File: src/hdl/suks_pkg.sv
package suks_pkg;

  typedef struct packed {
    logic [63:0] w0;
    logic [63:0] w1;
    logic [63:0] w2;
    logic [63:0] w3;
    logic [7:0]  tail;
  } key_t;

  localparam int KEY_W = $bits(key_t);

  typedef struct packed {
    key_t key;
    logic enable;
  } excl_cfg_t;

  typedef struct packed {
    logic       we;
    logic [7:0] waddr;
    key_t       wdata;
    logic [7:0] raddr;
  } mem_req_t;

  localparam logic [1:0] OP_CLEAR  = 2'd0;
  localparam logic [1:0] OP_INSERT = 2'd1;
  localparam logic [1:0] OP_READ   = 2'd2;

  localparam logic [2:0] ST_INSERTED  = 3'd0;
  localparam logic [2:0] ST_DUPLICATE = 3'd1;
  localparam logic [2:0] ST_EXCLUDED  = 3'd2;
  localparam logic [2:0] ST_FULL      = 3'd3;
  localparam logic [2:0] ST_CLEARED   = 3'd4;
  localparam logic [2:0] ST_READ_OK   = 3'd5;
  localparam logic [2:0] ST_BAD_INDEX = 3'd6;

  localparam logic [2:0] REG_EXCL_WORD0 = 3'd0;
  localparam logic [2:0] REG_EXCL_WORD1 = 3'd1;
  localparam logic [2:0] REG_EXCL_WORD2 = 3'd2;
  localparam logic [2:0] REG_EXCL_WORD3 = 3'd3;
  localparam logic [2:0] REG_EXCL_TAIL  = 3'd4;
  localparam logic [2:0] REG_EXCL_EN    = 3'd5;

  typedef enum logic [2:0] {
    S_IDLE,
    S_CHECK,
    S_SCAN,
    S_SHIFT,
    S_PLACE,
    S_RDATA,
    S_OUT
  } state_t;

endpackage

File: src/hdl/suks_ctrl.sv
module suks_ctrl #(
  parameter int MAX_KEYS = 255
) (
  input  logic                clk,
  input  logic                rst_n,
  input  suks_pkg::excl_cfg_t cfg,
  input  logic                in_valid,
  output logic                in_ready,
  input  logic [1:0]          in_opcode,
  input  suks_pkg::key_t      in_key,
  input  logic [7:0]          in_read_index,
  output logic                out_valid,
  input  logic                out_ready,
  output logic [2:0]          out_status,
  output suks_pkg::key_t      out_key,
  output logic [7:0]          out_held,
  output logic                out_ovf,
  output suks_pkg::mem_req_t  mem_req,
  input  suks_pkg::key_t      mem_rdata
);

  import suks_pkg::*;

  localparam logic [7:0] MAX_CNT = 8'(MAX_KEYS);

  state_t     state_r, state_nxt;
  logic [7:0] count_r, count_nxt;
  logic       ovf_r, ovf_nxt;
  logic [7:0] idx_r, idx_nxt;
  logic [7:0] pos_r, pos_nxt;
  logic [7:0] sh_src_r, sh_src_nxt;
  logic       sh_pend_r, sh_pend_nxt;
  logic       sh_done_r, sh_done_nxt;
  key_t       key_r, key_nxt;
  logic [2:0] st_r, st_nxt;
  logic       out_valid_r, out_valid_nxt;
  logic [2:0] out_status_r, out_status_nxt;
  key_t       out_key_r, out_key_nxt;
  logic [7:0] out_held_r, out_held_nxt;
  logic       out_ovf_r, out_ovf_nxt;

  logic       in_xfer;
  logic       slot_free;
  logic       rd_ok;
  logic       excl_hit;
  logic       key_eq;
  logic       key_lt;
  logic       is_full;
  logic [7:0] idx_inc;
  logic       scan_last;

  assign in_ready  = (state_r == S_IDLE);
  assign in_xfer   = in_valid && in_ready;
  assign slot_free = !out_valid_r || out_ready;
  assign rd_ok     = (in_read_index < count_r);
  assign excl_hit  = cfg.enable && (key_r == cfg.key);
  assign key_eq    = (key_r == mem_rdata);
  assign key_lt    = (key_r < mem_rdata);
  assign is_full   = (count_r >= MAX_CNT);
  assign idx_inc   = idx_r + 8'd1;
  assign scan_last = (idx_inc == count_r);

  always_comb begin
    state_nxt = state_r;
    unique case (state_r)
      S_IDLE: begin
        if (in_xfer) begin
          unique case (in_opcode)
            OP_CLEAR:  state_nxt = S_OUT;
            OP_INSERT: state_nxt = S_CHECK;
            OP_READ:   state_nxt = rd_ok ? S_RDATA : S_OUT;
            default:   state_nxt = S_OUT;
          endcase
        end
      end
      S_CHECK: begin
        if (excl_hit) begin
          state_nxt = S_OUT;
        end else if (count_r == 8'd0) begin
          state_nxt = S_PLACE;
        end else begin
          state_nxt = S_SCAN;
        end
      end
      S_SCAN: begin
        if (key_eq) begin
          state_nxt = S_OUT;
        end else if (key_lt) begin
          state_nxt = is_full ? S_OUT : S_SHIFT;
        end else if (scan_last) begin
          state_nxt = is_full ? S_OUT : S_PLACE;
        end
      end
      S_SHIFT: begin
        if (sh_done_r) begin
          state_nxt = S_PLACE;
        end
      end
      S_PLACE: state_nxt = S_OUT;
      S_RDATA, S_OUT: begin
        if (slot_free) begin
          state_nxt = S_IDLE;
        end
      end
      default: state_nxt = S_IDLE;
    endcase
  end

  always_comb begin
    count_nxt      = count_r;
    ovf_nxt        = ovf_r;
    idx_nxt        = idx_r;
    pos_nxt        = pos_r;
    sh_src_nxt     = sh_src_r;
    sh_pend_nxt    = sh_pend_r;
    sh_done_nxt    = sh_done_r;
    key_nxt        = key_r;
    st_nxt         = st_r;
    out_valid_nxt  = out_valid_r && !out_ready;
    out_status_nxt = out_status_r;
    out_key_nxt    = out_key_r;
    out_held_nxt   = out_held_r;
    out_ovf_nxt    = out_ovf_r;
    mem_req.we     = 1'b0;
    mem_req.waddr  = pos_r;
    mem_req.wdata  = key_r;
    mem_req.raddr  = idx_r;
    unique case (state_r)
      S_IDLE: begin
        mem_req.raddr = in_read_index;
        if (in_xfer) begin
          key_nxt = in_key;
          idx_nxt = in_read_index;
          unique case (in_opcode)
            OP_CLEAR: begin
              count_nxt = 8'd0;
              ovf_nxt   = 1'b0;
              st_nxt    = ST_CLEARED;
            end
            OP_INSERT: st_nxt = ST_INSERTED;
            OP_READ:   st_nxt = rd_ok ? ST_READ_OK : ST_BAD_INDEX;
            default:   st_nxt = ST_BAD_INDEX;
          endcase
        end
      end
      S_CHECK: begin
        mem_req.raddr = 8'd0;
        idx_nxt       = 8'd0;
        pos_nxt       = 8'd0;
        if (excl_hit) begin
          st_nxt = ST_EXCLUDED;
        end
      end
      S_SCAN: begin
        // rdata holds entry idx_r; fetch the next one speculatively
        mem_req.raddr = idx_inc;
        if (key_eq) begin
          st_nxt = ST_DUPLICATE;
        end else if (key_lt || scan_last) begin
          pos_nxt = key_lt ? idx_r : count_r;
          if (is_full) begin
            st_nxt  = ST_FULL;
            ovf_nxt = 1'b1;
          end else begin
            idx_nxt     = count_r - 8'd1;
            sh_pend_nxt = 1'b0;
            sh_done_nxt = 1'b0;
          end
        end else begin
          idx_nxt = idx_inc;
        end
      end
      S_SHIFT: begin
        // read entry idx_r while writing the previous one up by a slot
        mem_req.raddr = idx_r;
        mem_req.we    = sh_pend_r;
        mem_req.waddr = sh_src_r + 8'd1;
        mem_req.wdata = mem_rdata;
        if (!sh_done_r) begin
          sh_src_nxt  = idx_r;
          sh_pend_nxt = 1'b1;
          if (idx_r == pos_r) begin
            sh_done_nxt = 1'b1;
          end else begin
            idx_nxt = idx_r - 8'd1;
          end
        end else begin
          sh_pend_nxt = 1'b0;
        end
      end
      S_PLACE: begin
        mem_req.we = 1'b1;
        count_nxt  = count_r + 8'd1;
        st_nxt     = ST_INSERTED;
      end
      S_RDATA: begin
        mem_req.raddr = idx_r;
        if (slot_free) begin
          out_valid_nxt  = 1'b1;
          out_status_nxt = ST_READ_OK;
          out_key_nxt    = mem_rdata;
          out_held_nxt   = count_r;
          out_ovf_nxt    = ovf_r;
        end
      end
      S_OUT: begin
        if (slot_free) begin
          out_valid_nxt  = 1'b1;
          out_status_nxt = st_r;
          out_key_nxt    = '0;
          out_held_nxt   = count_r;
          out_ovf_nxt    = ovf_r;
        end
      end
      default: begin
      end
    endcase
  end

  always_ff @(posedge clk) begin
    if (!rst_n) begin
      state_r     <= S_IDLE;
      count_r     <= 8'd0;
      ovf_r       <= 1'b0;
      sh_pend_r   <= 1'b0;
      sh_done_r   <= 1'b0;
      out_valid_r <= 1'b0;
    end else begin
      state_r     <= state_nxt;
      count_r     <= count_nxt;
      ovf_r       <= ovf_nxt;
      sh_pend_r   <= sh_pend_nxt;
      sh_done_r   <= sh_done_nxt;
      out_valid_r <= out_valid_nxt;
    end
  end

  always_ff @(posedge clk) begin
    idx_r        <= idx_nxt;
    pos_r        <= pos_nxt;
    sh_src_r     <= sh_src_nxt;
    key_r        <= key_nxt;
    st_r         <= st_nxt;
    out_status_r <= out_status_nxt;
    out_key_r    <= out_key_nxt;
    out_held_r   <= out_held_nxt;
    out_ovf_r    <= out_ovf_nxt;
  end

  assign out_valid  = out_valid_r;
  assign out_status = out_status_r;
  assign out_key    = out_key_r;
  assign out_held   = out_held_r;
  assign out_ovf    = out_ovf_r;

  a_count_bound: assert property (@(posedge clk) disable iff (!rst_n)
    count_r <= MAX_CNT)
    else $error("key count above capacity");

  a_ovf_full: assert property (@(posedge clk) disable iff (!rst_n)
    ovf_r |-> (count_r == MAX_CNT))
    else $error("overflow flag set below capacity");

  a_shift_no_collide: assert property (@(posedge clk) disable iff (!rst_n)
    (state_r == S_SHIFT) && mem_req.we |-> (mem_req.waddr != mem_req.raddr))
    else $error("shift write hits the entry being read");

  a_place_grows: assert property (@(posedge clk) disable iff (!rst_n)
    (state_r == S_PLACE) |=> (count_r == $past(count_r) + 8'd1))
    else $error("placement did not bump count");

endmodule

File: config.mk
export PLATFORM = sky130hd
export DESIGN_NAME = suks_ctrl
export DESIGN_NICKNAME = d
export VERILOG_FILES = /design/src/hdl/suks_pkg.sv /design/src/hdl/suks_ctrl.sv
export SDC_FILE = /design/constraint.sdc
export NUM_CORES = 2
export LEC_CHECK = 0
export ABC_AREA = 1
export BUFFER_PORTS_ARGS = -buffer_cell sky130_fd_sc_hd__buf_4
export CAP_MARGIN = 20
export CORE_AREA = 2 2 532 534
export CTS_CLUSTER_SIZE = 14
export DETAILED_ROUTE_END_ITERATION = 16
export DIE_AREA = 0 0 534 536
export GPL_ROUTABILITY_DRIVEN = 0
export HOLD_SLACK_MARGIN = 0.05
export SETUP_SLACK_MARGIN = 0.02
export SYNTH_ARGS = -nofsm -noshare
export SYNTH_HDL_FRONTEND = slang
export SYNTH_SLANG_ARGS = --single-unit
export TNS_END_PERCENT = 30
File: constraint.sdc
create_clock -name clk -period 14.05 [get_ports clk]
set_input_delay 0.7025 -clock clk [delete_from_list [all_inputs] [get_ports clk]]
set_output_delay 0.7025 -clock clk [all_outputs]
set_load 0.02 [all_outputs]
==> run_results.csv <==
group,metric,value,unit
status,run_status,"completed",
grt,grt_antenna_before_repair,128,
grt,grt_max_degree,104,
pwr,powerDensity,166,nW/um2
synthesis,synthesis.area,35900,um2
cts,postCtsSetupRepairBufs,0,
routing,drt-total-wl,357000,um
synthesis,syn_inst,4360,
synthesis,yosys.area.top_type,"edfxtp_1",
synthesis,synth_enable_flop_cells,567,
die,die_h,536,um
routing,wl_per_cell,36.0,um
timing,setup_viol,0,
synthesis,synth_ff_type,"edfxtp_1",
cts,root_buffer,"clkbuf_16",
routing,drcViolationCount,0,
pwr,p_seq_share,30.3,%
pwr,pwr-share-comb,44.7,%
pwr,switching_share,47.1,%
place,numPortBuffers,1365,
setup_path,timing.rr.start,"key_r[130]",
setup_path,cp-end-kind,"primary output",
worst_hold_path,min_to,"key_r[247]",
timing,fin_ws,8680,ps
setup_path,crit_required,13350,ps
cts,numCtsBuffers,92,
synthesis,yosys.area_share.simple,19.6,%
die,rows,195,
timing,period_share,38.2,%
worst_hold_path,min_from,"in_key[247]",
synthesis,synth.area.top_cells,"edfxtp_1 47%, nand2_1 13%, ha_1 9.8%",
setup_path,crit_fanout,89,
timing,rsz0062_at_grt,"no",
finish,final-seq-area,17300,um2
cts,cts_resized,0,
finish,syn_to_final_growth,57.8,%
place,pre_cts_ws,8920,ps
synthesis,ys_types,53,
timing,final.setup.tns,0,ps
flow_run,max_cap_viol_count,0,
synthesis,synth-compound-area-share,9.54,%
finish,drive_above_1_share,26.6,%
setup_path,arrival,4670,ps
synthesis,seq_area_frac_synth,48.2,%
pwr,p_sw,4.43,mW
synthesis,synth_top_family_by_area,"simple AND/OR/NAND/NOR gates",
grt,track_usage,24.0,%
pwr,p_leak,27.0,nW
routing,vias_per_cell,3.91,
grt,grt_pass1_vias,37865,
timing,slew_viol_final,0,
timing,period_needed,5370,ps
routing,drtIter0Drc,3685,
setup_path,rrSetupSlack,9290,ps
cts,htree_levels,3,
cts,cts_tree,"yes",
timing,slew_headroom,18.8,%
die,ioPinCount,1366,
synthesis,avgSynthCellArea,8.24,um2
die,dieArea,286000,um2
setup_path,reg2reg_to,"idx_r[1]",
pwr,p_int,4.97,mW
timing,hold_violations,0,
setup_path,worstRegToRegCells,14,
place,dp_hpwl,317000,um
synthesis,synth_xor_area_share,2.07,%
synthesis,ys_seq_elements,582,
finish,fin_nets,7123,
setup_path,path_class,"reg2out",
worst_hold_path,hold_path.class,"in2reg",
cts,clockBufferDepth,4,
finish,fillers,31334,
routing,num_vias,38770,
cts,cts_sinks,582,
synthesis,yosys.area.top_type_share,47.4,%
finish,multi_input_area,14800,um2
pwr,peakVddDrop,0.000112,V
cts,clock_latency,820,ps
pwr,power.share.clock,25.0,%
synthesis,ys_async_sr_fraction,0,%
cts,clk_pin_slew_worst_paths,70,ps
routing,drtAntennaViolNets,0,
synthesis,yosysWarnings,0,
setup_path,worst_setup_path_start_kind,"register",
die,die_x,534,um
die,core_area,281000,um2
worst_hold_path,hold_depth,1,
die,start_util,12.8,%
timing,skew,64.4,ps
synthesis,yosys.area_share.adder,9.79,%
synthesis,synth.area.mux_share,0,%
synthesis,syn-num-nets,5448,
grt,grt_pass1_wl,432000,um
grt,gr-total-overflow,0,
timing,fmax,186,MHz
routing,dr.pass1.iters,6,
timing,worst_pin_slew,1210,ps
-- Yosys cell counts (3+ instances only) --
cell type and instances:
clkbuf_8 6, nor2_2 3, inv_2 4, xor2_1 61, nand2_1 1276, and3_1 5, clkbuf_1 89, nor2_1 289
inv_1 895, a21oi_1 148, clkinv_1 3, nand2_2 4, o21ai_0 433, ha_1 281, nand3_2 6, dfxtp_1 15
o211ai_2 3, or2_2 11, a21o_1 12, nand3_1 57, nand4_1 35, o22ai_1 16, nor4_1 9, nand3b_1 3
o21a_1 14, o21bai_1 3, o211ai_1 10, edfxtp_1 567, nor3_1 48, buf_1 4, xnor2_1 24
-- power groups by stage --
stage / Clock, mW / Sequential, mW / Combinational, mW
after floorplan: 0 / 2.89 / 1.60
after global placement: 0 / 2.87 / 4.16
after detailed placement: 0 / 2.87 / 4.17
after CTS: 2.41 / 2.84 / 4.26
after global routing: 2.44 / 2.87 / 4.49
final: 2.35 / 2.85 / 4.20
-- state kept, by name (all words and copies together) (netlist names) --
name	flops
out_ovf	1
out_status	3
key_r	264
out_valid	1
pos_r	8
out_key	264
st_r	3
ovf_r	1
state_r	3
count_r	8
sh_done_r	1
out_held	8
sh_pend_r	1
sh_src_r	8
idx_r	8
-- kinds of logic after synthesis --
group	after synthesis
compound gates	650
xor+xnor	85
fa+ha+maj	281
buf+inv	1005
flops	582
simple gates	1757
-- stage by stage --
step / utilization (%) / std cells / power [mW] / instance area, um2 / hold WS [ps]
5_1_grt: 20.1 / 9885 / 9.81 / 56600 / 94.7
6_report: 20.2 / 9924 / 9.40 / 56700 / 145
3_5_place_dp: 18.2 / 9429 / 7.04 / 51000 / 423
2_1_floorplan: - / 4360 / 4.50 / 35900 / 406
3_3_place_gp: 18.1 / 9418 / 7.02 / 50900 / 435
4_1_cts: 20.1 / 9846 / 9.51 / 56500 / 54.8
-- worst max-delay path by stage --
stage,cells past startpoint,from,endpoint,slack [ps]
6_report,7,state_r[1],mem_req[217],8680
5_1_grt,7,state_r[1],mem_req[217],8500
4_1_cts,7,state_r[1],mem_req[217],8610
3_5_place_dp,13,mem_rdata[141],idx_r[0],8920
3_3_place_gp,15,mem_rdata[109],idx_r[0],7410
2_1_floorplan,4,state_r[2],out_key[0],1340
-- area by class of cell --
cell class,count,share of cell area [%]
clock inverters,44,0.777
inverters,902,6.00
diodes,77,0.340
multi-input cells,2773,26.2
repair buffers,1684,23.5
clock buffers,119,4.35
well taps,3743,8.27
flip-flops and latches,582,30.6
-- timing repair --
action | 4_1_cts | 5_1_grt
endpoints found under the setup margin | 0 | 0
hold buffers | 254 | 0
hold endpoints to repair | 254 | 0
-- critical path, cell delays in order (launching register included) --
cell and delay [ps]:
dfxtp_1 450, nand2_1 200, nor2_4 190, buf_4 620, buf_4 600, buf_4 800
o21ai_0 510, buf_4 310
-- per-layer routing --
metal | vias up | routed length, um | track usage, %
li1 | 17401 | - | -
met1 | 18509 | 142000 | 28.4
met2 | 2286 | 160000 | 38.7
met3 | 538 | 35800 | 8.77
met4 | 36 | 18600 | 11.0
met5 | - | 211 | 0
-- placed cells by master, fill, tap and decap left out, drive strengths merged --
cell,count
ha,281
a211oi,1
a21boi,1
bufinv,6
o211ai,13
clkinv,27
nor3b,1
o2111ai,2
edfxtp,567
o22ai,16
a41oi,1
a21oi,149
diode,77
clkbuf,119
a21o,12
a31o,1
dfxtp,15
nand4,36
nor2,292
and3,5
o21a,14
o21ai,435
nand2,1282
xnor2,24
clkinvlp,5
dlygate4sd3,254
o21bai,3
nor3,49
and2,3
nand3,63
nand3b,3
inv,908
a31oi,1
buf,1430
o31ai,1
xor2,61
or2,11
nor4,12
Power figures use the tool's default switching activity.
