--- src/hdl/suks_ram.sv ---
module suks_ram #(
  parameter int WIDTH = 8,
  parameter int DEPTH = 16,
  localparam int ADDR_W = (DEPTH > 1) ? $clog2(DEPTH) : 1
) (
  input  logic              clk,
  input  logic              we,
  input  logic [ADDR_W-1:0] waddr,
  input  logic [WIDTH-1:0]  wdata,
  input  logic [ADDR_W-1:0] raddr,
  output logic [WIDTH-1:0]  rdata
);

  logic [WIDTH-1:0] mem_q [DEPTH];
  logic [WIDTH-1:0] rdata_r;

  always_ff @(posedge clk) begin
    if (we) begin
      mem_q[waddr] <= wdata;
    end
    rdata_r <= mem_q[raddr];
  end

  assign rdata = rdata_r;

endmodule

--- config.mk ---
export PLATFORM = sky130hd
export DESIGN_NAME = suks_ram
export DESIGN_NICKNAME = d
export VERILOG_FILES = /design/src/hdl/suks_ram.sv
export SDC_FILE = /design/constraint.sdc
export NUM_CORES = 1
export LEC_CHECK = 0
export ABC_CLOCK_PERIOD_IN_PS = 1960
export BUFFER_PORTS_ARGS = -buffer_cell sky130_fd_sc_hd__buf_2
export CAP_MARGIN = 5
export CORE_MARGIN = 10
export CORE_UTILIZATION = 35
export CTS_CLUSTER_DIAMETER = 30
export DETAILED_ROUTE_END_ITERATION = 16
export PLACE_DENSITY_LB_ADDON = 0.3
export SLEW_MARGIN = 20
export SYNTH_ARGS = -nofsm -noshare
export SYNTH_HDL_FRONTEND = slang
export SYNTH_SLANG_ARGS = --single-unit
--- constraint.sdc ---
create_clock -name clk -period 1.96 [get_ports clk]
set_clock_uncertainty 0.05 [all_clocks]
set_input_delay 0.196 -clock clk [delete_from_list [all_inputs] [get_ports clk]]
set_output_delay 0.196 -clock clk [all_outputs]
set_load 0.02 [all_outputs]
==> reports/results.txt, run 1 <==
Ant diodes: 0
Min Clock Period, post-route: 1350 ps
Mapped cell area: 5150 µm²
Final net count: 302
Hold Path Depth: 1
RSZ-0062 raised after global routing: false
Pleak: 2.11 nW
Port Buffers: 25
Syn nets: 247
Pre-Repair DR Iteration Count: 4
Routed Antenna Nets: 0
Tot GR Track Use: 0.105
Final Power: 6.81 mW
DPL Wire Length: 6.54 mm
Via count: 2400
Least-Margin Pin Slew: 392 ps
Setup Buffers After CTS: 0
Site Rows: 44
Crit path max-delay family: multiplexers
Slowest stage cell, crit path: mux4_1
Final Hold Fails: 0
Total internal power: 5.48 mW
Switching power: 1.33 mW
Sw Ratio: 0.195
Total die area: 20000 µm²
H-tree levels: 4
Initial antenna violation count: 0
First-pass GRT wire length: 15.5 mm
Post-DP Area: 5610 µm²
Cell count of the worst reg-to-reg path: 3
Largest net degree at the start of global routing: 33
Ports: 26
Core area: 14500 µm²
Multi-input gate area: 1060 µm²
Worst Hold Slack: 126 ps
Total grt overflow: 0
CTS tree: done
Die Y: 141 µm
Post-synthesis cell count: 229
Synth top area share: 0.747
Max_cap viols: 0
Sequential power share: 0.481
Clock power frac: 0.472
Avg WL per Cell: 20.9 µm
Power share of the combinational group: 0.048
Total Wirelength: 10.1 mm
Critical Path RT: 2190 ps
Longest Clk Path Bufs: 2
Number of remaining DRC errors: 0
Post-Layout Inst Area: 6230 µm²
Post-CTS sizing: 0
GPL Wtd Cong: 0.701
Area leader, netlist: edfxtp_1
Drt initial violations: 168
Die W: 141 µm
Pre-CTS setup slack: 305 ps
Max FO, Critical Path: 1
Final worst path period share: 0.691
Sequential fraction of the synthesis area: 0.778
Crit Path Class: reg2reg
CTS Buf Count: 17
Sequential standard cell area: 4000 µm²
Initial core utilization: 0.356
Worst path cell trace: mux4_1 -> a22oi_1 -> nand2_1
Vias/cell: 4.99
Power density over cell area: 1090 nW/µm²
Flops & latches, synth: 136
Final Max Tran Viols: 0
Ys Warns: 0
Vias in the first global route: 2661
Mean Syn Cell Area: 22.5 µm²
Critical Path Source Type: flop
Fmax: 738 MHz
VDD IR-drop max: 0.000571 V
Worst Setup End Kind: flop
Clk slew on worst S/H paths: 60 ps
Critical path arrival: 1580 ps
Synth area leaders: edfxtp_1, mux4_2, mux4_1, dfxtp_1, a22oi_1
Worst path bufs/invs: 0
Critical path depth: 3
Layout overhead on the synthesized area: 21.0%
Fin Setup TNS: 0 ps
Status: finished, final reports clean
Layout fillers: 1257
Setup-failing EPs final: 0
Post-synthesis cell type count: 19
Clk sink count: 136
Root Buffer: clkbuf_16
Clock latency on the worst-skew pair: 400 ps
Fin worst setup slack: 605 ps
Slew headroom: 0.738
Share of cells above drive strength 1: 0.327
Hold Path Class: in2reg
Critical path's largest stage delay: 520 ps
Cts hold-fix bufs: 0
-- layout by cell type, fill, tap and decap left out, types with 2 or more instances in the layout --
master	synthesis	final
clkbuf_8	0	3
nand2_1	9	9
buf_4	1	18
mux4_1	14	14
buf_12	0	3
clkinvlp_4	0	4
buf_2	3	25
edfxtp_1	128	128
a22oi_1	16	16
dfxtp_1	8	8
nor3_1	4	4
nand3b_1	2	2
mux4_2	18	18
nor2_1	13	13
clkbuf_16	0	17
bufinv_16	0	3
clkinv_2	0	4
nand2b_1	2	2
-- cells by family after synthesis --
group	Yosys count	share of synthesized area
compound gates	16	0.0233
buf+inv	10	0.0168
flops	136	0.778
mux	32	0.150
simple gates	35	0.0318
-- power groups by stage --
stage	sequential, mW	combinational (mW)	clock [mW]
global route	3.28	0.356	3.40
global placement	3.33	0.327	0
CTS	3.28	0.335	3.27
floorplan	3.35	0.165	0
detailed placement	3.34	0.335	0
finish	3.28	0.325	3.21
-- through the flow --
step / cells / utilization
floorplan: 229 / -
global placement: 449 / 0.388
detailed placement: 449 / 0.388
CTS: 481 / 0.430
global route: 481 / 0.430
finish: 481 / 0.430
-- layout make-up --
class	instances	area share
Clock buffer	20	0.0749
Clock inverter	12	0.0239
Multi-Input combinational cell	83	0.170
Sequential cell	136	0.643
Tap cell	184	0.0370
Timing Repair Buffer	46	0.0514
-- registers in the layout, indices dropped and copies added, names as in the netlist --
signal	flops
mem_q	128
rdata	8
-- final timing paths --
check,endpoint,from,slack [ps]
worst max-delay path,rdata[4]$_DFF_P_,mem_q[9][4]$_DFFE_PP_,610
worst min-delay path,mem_q[6][4]$_DFFE_PP_,wdata[4],130
worst max register to register,rdata[4]$_DFF_P_,mem_q[9][4]$_DFFE_PP_,610
worst min register to register,rdata[3]$_DFF_P_,mem_q[9][3]$_DFFE_PP_,630
-- cell usage after synthesis --
master	instances
nor2b_1	1
nor2_1	13
dfxtp_1	8
nor3_1	4
nand3b_1	2
buf_4	1
edfxtp_1	128
and2_1	1
buf_6	3
a22oi_1	16
nand2_1	9
nand3_1	1
clkdlybuf4s25_2	3
mux4_1	14
buf_2	3
nand2b_1	2
and2b_1	1
or3b_2	1
mux4_2	18
-- routing by layer --
metal,up-vias,GRT usage,share of wire
met4,0,0.0375,0.0053
met2,54,0.159,0.48
li1,1083,-,-
met1,1259,0.138,0.47
met5,-,0,0
met3,4,0.0360,0.042
Note: power is estimated with default switching activity, not from simulation.
==> run 2, diff against run 1 <==
Settings changed: ABC_CLOCK_PERIOD_IN_PS 1960 to 1300.
Clock period 1.96 ns to 1.3 ns, I/O delays scaled along.
==> run 2 against run 1 <==
Effect of this change: die area unchanged; worst hold slack got worse by 78 ps; first-iteration DRC count increased by 13%; design area is 2.2% higher; critical path depth unchanged; global-route usage up 0.17 points; clock power is 53% higher; register-to-register slack worse by 600 ps; largest cell class unchanged; largest power group unchanged.
==> reports/results.txt, run 2 (synthesized netlist as in run 1, its figures left out) <==
Status: finished, final reports clean
Drt initial violations: 190 (+13%)
Hold Path Class: in2reg
Via count: 2439 (+1.6%)
Hold Path Depth: 1 (unchanged)
Fin Setup TNS: 0 ps (unchanged)
Final worst path period share: 0.995 (+0.304)
Pre-Repair DR Iteration Count: 4 (unchanged)
Tot GR Track Use: 0.107 (+0.00173)
Max FFs per register: 128 (unchanged)
Total Wirelength: 10.2 mm (+1.1%)
Setup-failing EPs final: 0 (unchanged)
Final net count: 308 (+2.0%)
Clock latency on the worst-skew pair: 410 ps (about the same)
Avg WL per Cell: 20.9 µm (about the same)
Post-DP Area: 5750 µm² (+2.5%)
Root Buffer: clkbuf_16
RSZ-0062 raised after global routing: true
Core area: 14500 µm² (unchanged)
Min Clock Period, post-route: 1290 ps (-61.1 ps)
Total die area: 20000 µm² (unchanged)
Clk sink count: 136 (unchanged)
Critical Path Source Type: flop
Most used routing layer: met2
Worst Setup End Kind: flop
Vias in the first global route: 2625 (-1.4%)
Number of remaining DRC errors: 0 (unchanged)
Clk slew on worst S/H paths: 60 ps (about the same)
Met2 Usage GRT: 0.166 (+0.00711)
Share of cells above drive strength 1: 0.404 (+0.0774)
Critical path arrival: 1540 ps (-40 ps)
Post-Layout Inst Area: 6370 µm² (+2.2%)
R2R Path End: rdata[4]$_DFF_P_
CTS Buf Count: 17 (unchanged)
Layout overhead on the synthesized area: 23.7%
Slew headroom: 0.317 (-0.421)
Min-Delay Startpoint: wdata[4]
Final Max Tran Viols: 0 (unchanged)
Power density over cell area: 1630 nW/µm² (+49%)
Ant diodes: 0 (unchanged)
Worst Hold Slack: 47.9 ps (-77.8 ps)
DPL Wire Length: 6.59 mm (+0.81%)
Final Hold Fails: 0 (unchanged)
Die Y: 141 µm (unchanged)
Setup Buffers After CTS: 0 (unchanged)
Max FO, Critical Path: 1 (unchanged)
Most frequent cells in the layout: edfxtp_1, mux4_2, buf_2
Layout fillers: 1251 (-0.48%)
Max_cap viols: 0 (unchanged)
Critical Path RT: 1540 ps (-650 ps)
Final core utilization: 0.440 (+0.00959)
Least-Margin Pin Slew: 1020 ps (+629 ps)
Die W: 141 µm (unchanged)
Total grt overflow: 0 (unchanged)
Crit Path Class: reg2reg
GR Util met1: 0.136 (-0.00234)
Initial antenna violation count: 0 (unchanged)
End of the worst hold path: mem_q[9][4]$_DFFE_PP_
Top reg by flops: mem_q
Site Rows: 44 (unchanged)
Cts hold-fix bufs: 0 (unchanged)
Met3 Use GR: 0.0310 (-0.00501)
GPL Wtd Cong: 0.746 (+6.5%)
Ports: 26 (unchanged)
Reg-to-reg setup timing slack: 6 ps (-600 ps)
Fin worst setup slack: 6.43 ps (-599 ps)
VDD IR-drop max: 0.000957 V (+68%)
Largest net degree at the start of global routing: 20 (-39%)
H-tree levels: 4 (unchanged)
Cell count of the worst reg-to-reg path: 3 (unchanged)
Reg2reg start: mem_q[0][4]$_DFFE_PP_
Initial core utilization: 0.356 (unchanged)
Vias/cell: 5.02 (+0.58%)
Fmax: 773 MHz (+4.7%)
Routed Antenna Nets: 0 (unchanged)
Pleak: 2.12 nW (+0.35%)
First-pass GRT wire length: 15.7 mm (+1.1%)
Pre-CTS setup slack: -289 ps (-594 ps)
Commonest non-fill, non-tap cell in the layout: edfxtp_1
Longest Clk Path Bufs: 2 (unchanged)
Port Buffers: 25 (unchanged)
CTS tree: done
run 2: cell count changes in the layout (fill, tap and decap cells not counted), moves of 2 or more:
cell / previous run / this run
a22oi_1: 16 / 8
nor2_2: 0 / 3
a22oi_2: 0 / 8
clkbuf_8: 3 / 0
buf_12: 3 / 8
mux4_1: 14 / 5
clkinv_2: 4 / 1
nor3_2: 0 / 2
nor3_1: 4 / 1
mux4_2: 18 / 27
clkbuf_1: 0 / 2
nor2_1: 13 / 10
run 2: layout make-up:
type	instances	area, µm²	share of cell area
Timing Repair Buffer	52	428	0.0672
Clock inverter	12	176	0.0277
Clock buffer	19	433	0.0680
Sequential cell	136	4000	0.629
Tap cell	184	230	0.0362
Multi-Input combinational cell	83	1090	0.172
run 2: timing repair:
action	4_1_cts	5_1_grt
gates resized for setup	12	5
pin swaps	6	3
endpoints found under the setup margin	8	8
run 2: report_power, final:
group | switching, mW | internal (mW)
clock | 1.72 | 3.19
combinational | 0.302 | 0.236
sequential | 0.0309 | 4.90
run 2: stage by stage:
stage,power [mW],std cells
after global placement,5.54,455
after global routing,10.7,486
after floorplan,5.31,229
after detailed placement,5.55,455
after CTS,10.5,486
final,10.4,486
run 2: critical path, stage by stage, from the launching register on:
cell	delay, ps
edfxtp_1	370
mux4_2	470
a22oi_2	220
nand2_1	70
run 2: worst max-delay path by stage:
stage / from / to / slack (ps) / cells after the start
final: mem_q[0][4]$_DFFE_PP_ / rdata[4]$_DFF_P_ / 6 / 3
after floorplan: raddr[0] / rdata[1]$_DFF_P_ / -20 / 5
after CTS: mem_q[7][1]$_DFFE_PP_ / rdata[1]$_DFF_P_ / -20 / 3
after global routing: mem_q[7][1]$_DFFE_PP_ / rdata[1]$_DFF_P_ / -50 / 3
after global placement: raddr[0] / rdata[4]$_DFF_P_ / -280 / 5
after detailed placement: raddr[0] / rdata[4]$_DFF_P_ / -290 / 5
run 2: routing by layer:
| layer | part of all wire | up-vias |
|---|---|---|
| li1 | - | 1088 |
| met1 | 0.42 | 1263 |
| met2 | 0.50 | 77 |
| met3 | 0.069 | 11 |
| met4 | 0.014 | 0 |
| met5 | 0 | - |
==> run 3, diff against run 2 <==
Settings changed: ABC_AREA set to 1.
==> run 3 against run 2 <==
Effect of this change: register-to-register slack better by 230 ps; synthesized area up 12%; via count up 55%; critical path type is now reg2out; largest cell class unchanged; largest power group unchanged.
==> reports/results.txt, run 3 <==
Status: finished, final reports clean
Dominant synthesized flop cell: edfxtp_1
Worst path bufs/invs: 1 (+1)
Final Hold Fails: 0 (unchanged)
Top reg by flops: mem_q
Cts hold-fix bufs: 0 (unchanged)
Flops & latches, synth: 136 (unchanged)
Site Rows: 46 (+4.5%)
Max FO, Critical Path: 1 (unchanged)
Sequential fraction of the synthesis area: 0.694 (-0.0835)
Hold Path Class: in2reg
Setup-failing EPs final: 0 (unchanged)
Worst path cell trace: buf_2
R2R Path End: rdata[2]$_DFF_P_
Vias in the first global route: 3740 (+42%)
Drt initial violations: 257 (+35%)
Sequential standard cell area: 4000 µm² (unchanged)
Largest net degree at the start of global routing: 65 (+230%)
Slowest stage cell, crit path: dfxtp_1
Core area: 16000 µm² (+11%)
Synth area leaders: edfxtp_1, nand2_1, nand3_1, inv_1, dfxtp_1
Ports: 26 (unchanged)
Post-DP Area: 6260 µm² (+8.9%)
Die Y: 148 µm (+5.0%)
Pleak: 2.96 nW (+40%)
Post-synthesis cell type count: 12 (-7)
VDD IR-drop max: 0.00106 V (+11%)
Max FFs per register: 128 (unchanged)
Clk sink count: 136 (unchanged)
Syn nets: 569 (+130%)
Pre-CTS setup slack: 53.2 ps (+342 ps)
Final net count: 618 (+100%)
DPL Wire Length: 8.42 mm (+28%)
Clk slew on worst S/H paths: 60 ps (about the same)
Fmax: 861 MHz (+11%)
Synth top area share: 0.667 (-0.0802)
Least-Margin Pin Slew: 361 ps (-661 ps)
Fin Setup TNS: 0 ps (unchanged)
Max_cap viols: 0 (unchanged)
Clock latency on the worst-skew pair: 420 ps (about the same)
Ys Warns: 0 (unchanged)
Initial antenna violation count: 0 (unchanged)
Crit Path Class: reg2out
Ant diodes: 0 (unchanged)
Most frequent cells in the layout: nand2_1, edfxtp_1, inv_1
Mean Syn Cell Area: 10.5 µm² (-53%)
First-pass GRT wire length: 20.6 mm (+31%)
Setup Buffers After CTS: 0 (unchanged)
Avg WL per Cell: 15.7 µm (-25%)
Root Buffer: clkbuf_16
RSZ-0062 raised after global routing: false
Slew headroom: 0.760 (+0.442)
Setup crit start: rdata[4]$_DFF_P_
Port Buffers: 25 (unchanged)
Multi-input gate area: 1210 µm² (+11%)
CTS tree: done
Layout fillers: 1551 (+24%)
Layout overhead on the synthesized area: 18.5%
Reg2reg start: mem_q[3][2]$_DFFE_PP_
Crit path max-delay family: flip-flops
Mapped cell area: 5770 µm² (+12%)
Critical path arrival: 980 ps (-560 ps)
Pre-Repair DR Iteration Count: 6 (+2)
H-tree levels: 4 (unchanged)
Min Clock Period, post-route: 1160 ps (-132 ps)
Share of cells above drive strength 1: 0.132 (-0.272)
Vias/cell: 4.57 (-9.0%)
Cell count of the worst reg-to-reg path: 6 (+3)
Power density over cell area: 1500 nW/µm² (-8.3%)
Cell with the most instances after synthesis: nand2_1
Reg-to-reg setup timing slack: 240 ps (+230 ps)
Initial core utilization: 0.360 (+0.00490)
Post-CTS sizing: 0 (-12)
CTS Buf Count: 17 (unchanged)
Routed Antenna Nets: 0 (unchanged)
EDFF count, synth: 128 (unchanged)
GPL Wtd Cong: 0.859 (+15%)
Synth async-reset ratio: 0 (unchanged)
Final core utilization: 0.427 (-0.0126)
Die W: 148 µm (+5.0%)
Post-Layout Inst Area: 6830 µm² (+7.3%)
Total die area: 22000 µm² (+10%)
Area leader, netlist: edfxtp_1
Final Max Tran Viols: 0 (unchanged)
Final worst path period share: 0.893 (-0.102)
Top cells by count, synth: nand2_1, edfxtp_1, inv_1
Worst Setup End Kind: output port
Total grt overflow: 0 (unchanged)
Via count: 3786 (+55%)
Total Wirelength: 13.0 mm (+28%)
Critical Path Source Type: flop
Tot GR Track Use: 0.125 (+0.0175)
Commonest non-fill, non-tap cell in the layout: nand2_1
Longest Clk Path Bufs: 2 (unchanged)
Critical path depth: 1 (-2)
Fin worst setup slack: 139 ps (+132 ps)
Post-synthesis cell count: 551 (+140%)
Critical Path RT: 1120 ps (-420 ps)
End of the critical path: rdata[4]
Number of remaining DRC errors: 0 (unchanged)
Critical path's largest stage delay: 370 ps (-100 ps)
-- run 3: cell types whose count changed in the layout (fill, tap and decap cells not counted), sizes merged, moves of 5 or more --
| cell | before | now |
|---|---|---|
| a22oi | 16 | 0 |
| clkinv | 3 | 8 |
| inv | 1 | 102 |
| mux4 | 32 | 0 |
| nand2 | 9 | 173 |
| nand3 | 1 | 97 |
-- run 3: kinds of logic (layout without fill, tap and decap cells) --
group	count (synthesis)	in the layout	synth area share
buffers and inverters	126	188	0.0952
flip-flops	136	136	0.694
AND/OR/NAND/NOR	289	289	0.210
-- run 3: where the power goes --
part	internal [mW]	switching, mW	leakage (nW)
combinational	0.201	0.447	1.46
clock	2.97	1.68	0.277
sequential	4.90	0.0317	1.22
-- run 3: worst min-delay path by stage --
stage                     cells after the start  slack [ps]  startpoint               endpoint
after global routing                          3          30    raddr[3]       rdata[7]$_DFF_P_
after global placement                        3         460    raddr[3]       rdata[7]$_DFF_P_
after floorplan                               0         180    wdata[0]  mem_q[0][0]$_DFFE_PP_
final                                         3          20    raddr[3]       rdata[7]$_DFF_P_
after CTS                                     3          10    raddr[3]       rdata[7]$_DFF_P_
after detailed placement                      3         460    raddr[3]       rdata[7]$_DFF_P_
-- run 3: routing by layer --
metal  vias to the layer above  share of wire  GRT usage
met5                         -              0          0
met3                        20          0.060     0.0394
met1                      1804           0.44      0.151
li1                       1870              -          -
met2                        92           0.48      0.197
met4                         0          0.022     0.0610
-- run 3: final cells by class --
| cell class | instances | share of cell area |
|---|---|---|
| flip-flops and latches | 136 | 0.586 |
| repair buffers | 54 | 0.0575 |
| clock inverters | 12 | 0.0194 |
| inverters | 102 | 0.0560 |
| multi-input cells | 289 | 0.178 |
| clock buffers | 20 | 0.0639 |
| well taps | 216 | 0.0396 |
-- run 3: through the flow --
stage                     hold WS, ps  instances  power, mW
final                            16.1        829       10.2
after floorplan                   179        551       5.40
after detailed placement          457        797       5.69
after CTS                        10.0        829       10.3
after global placement            455        797       5.68
after global routing             31.7        829       10.6
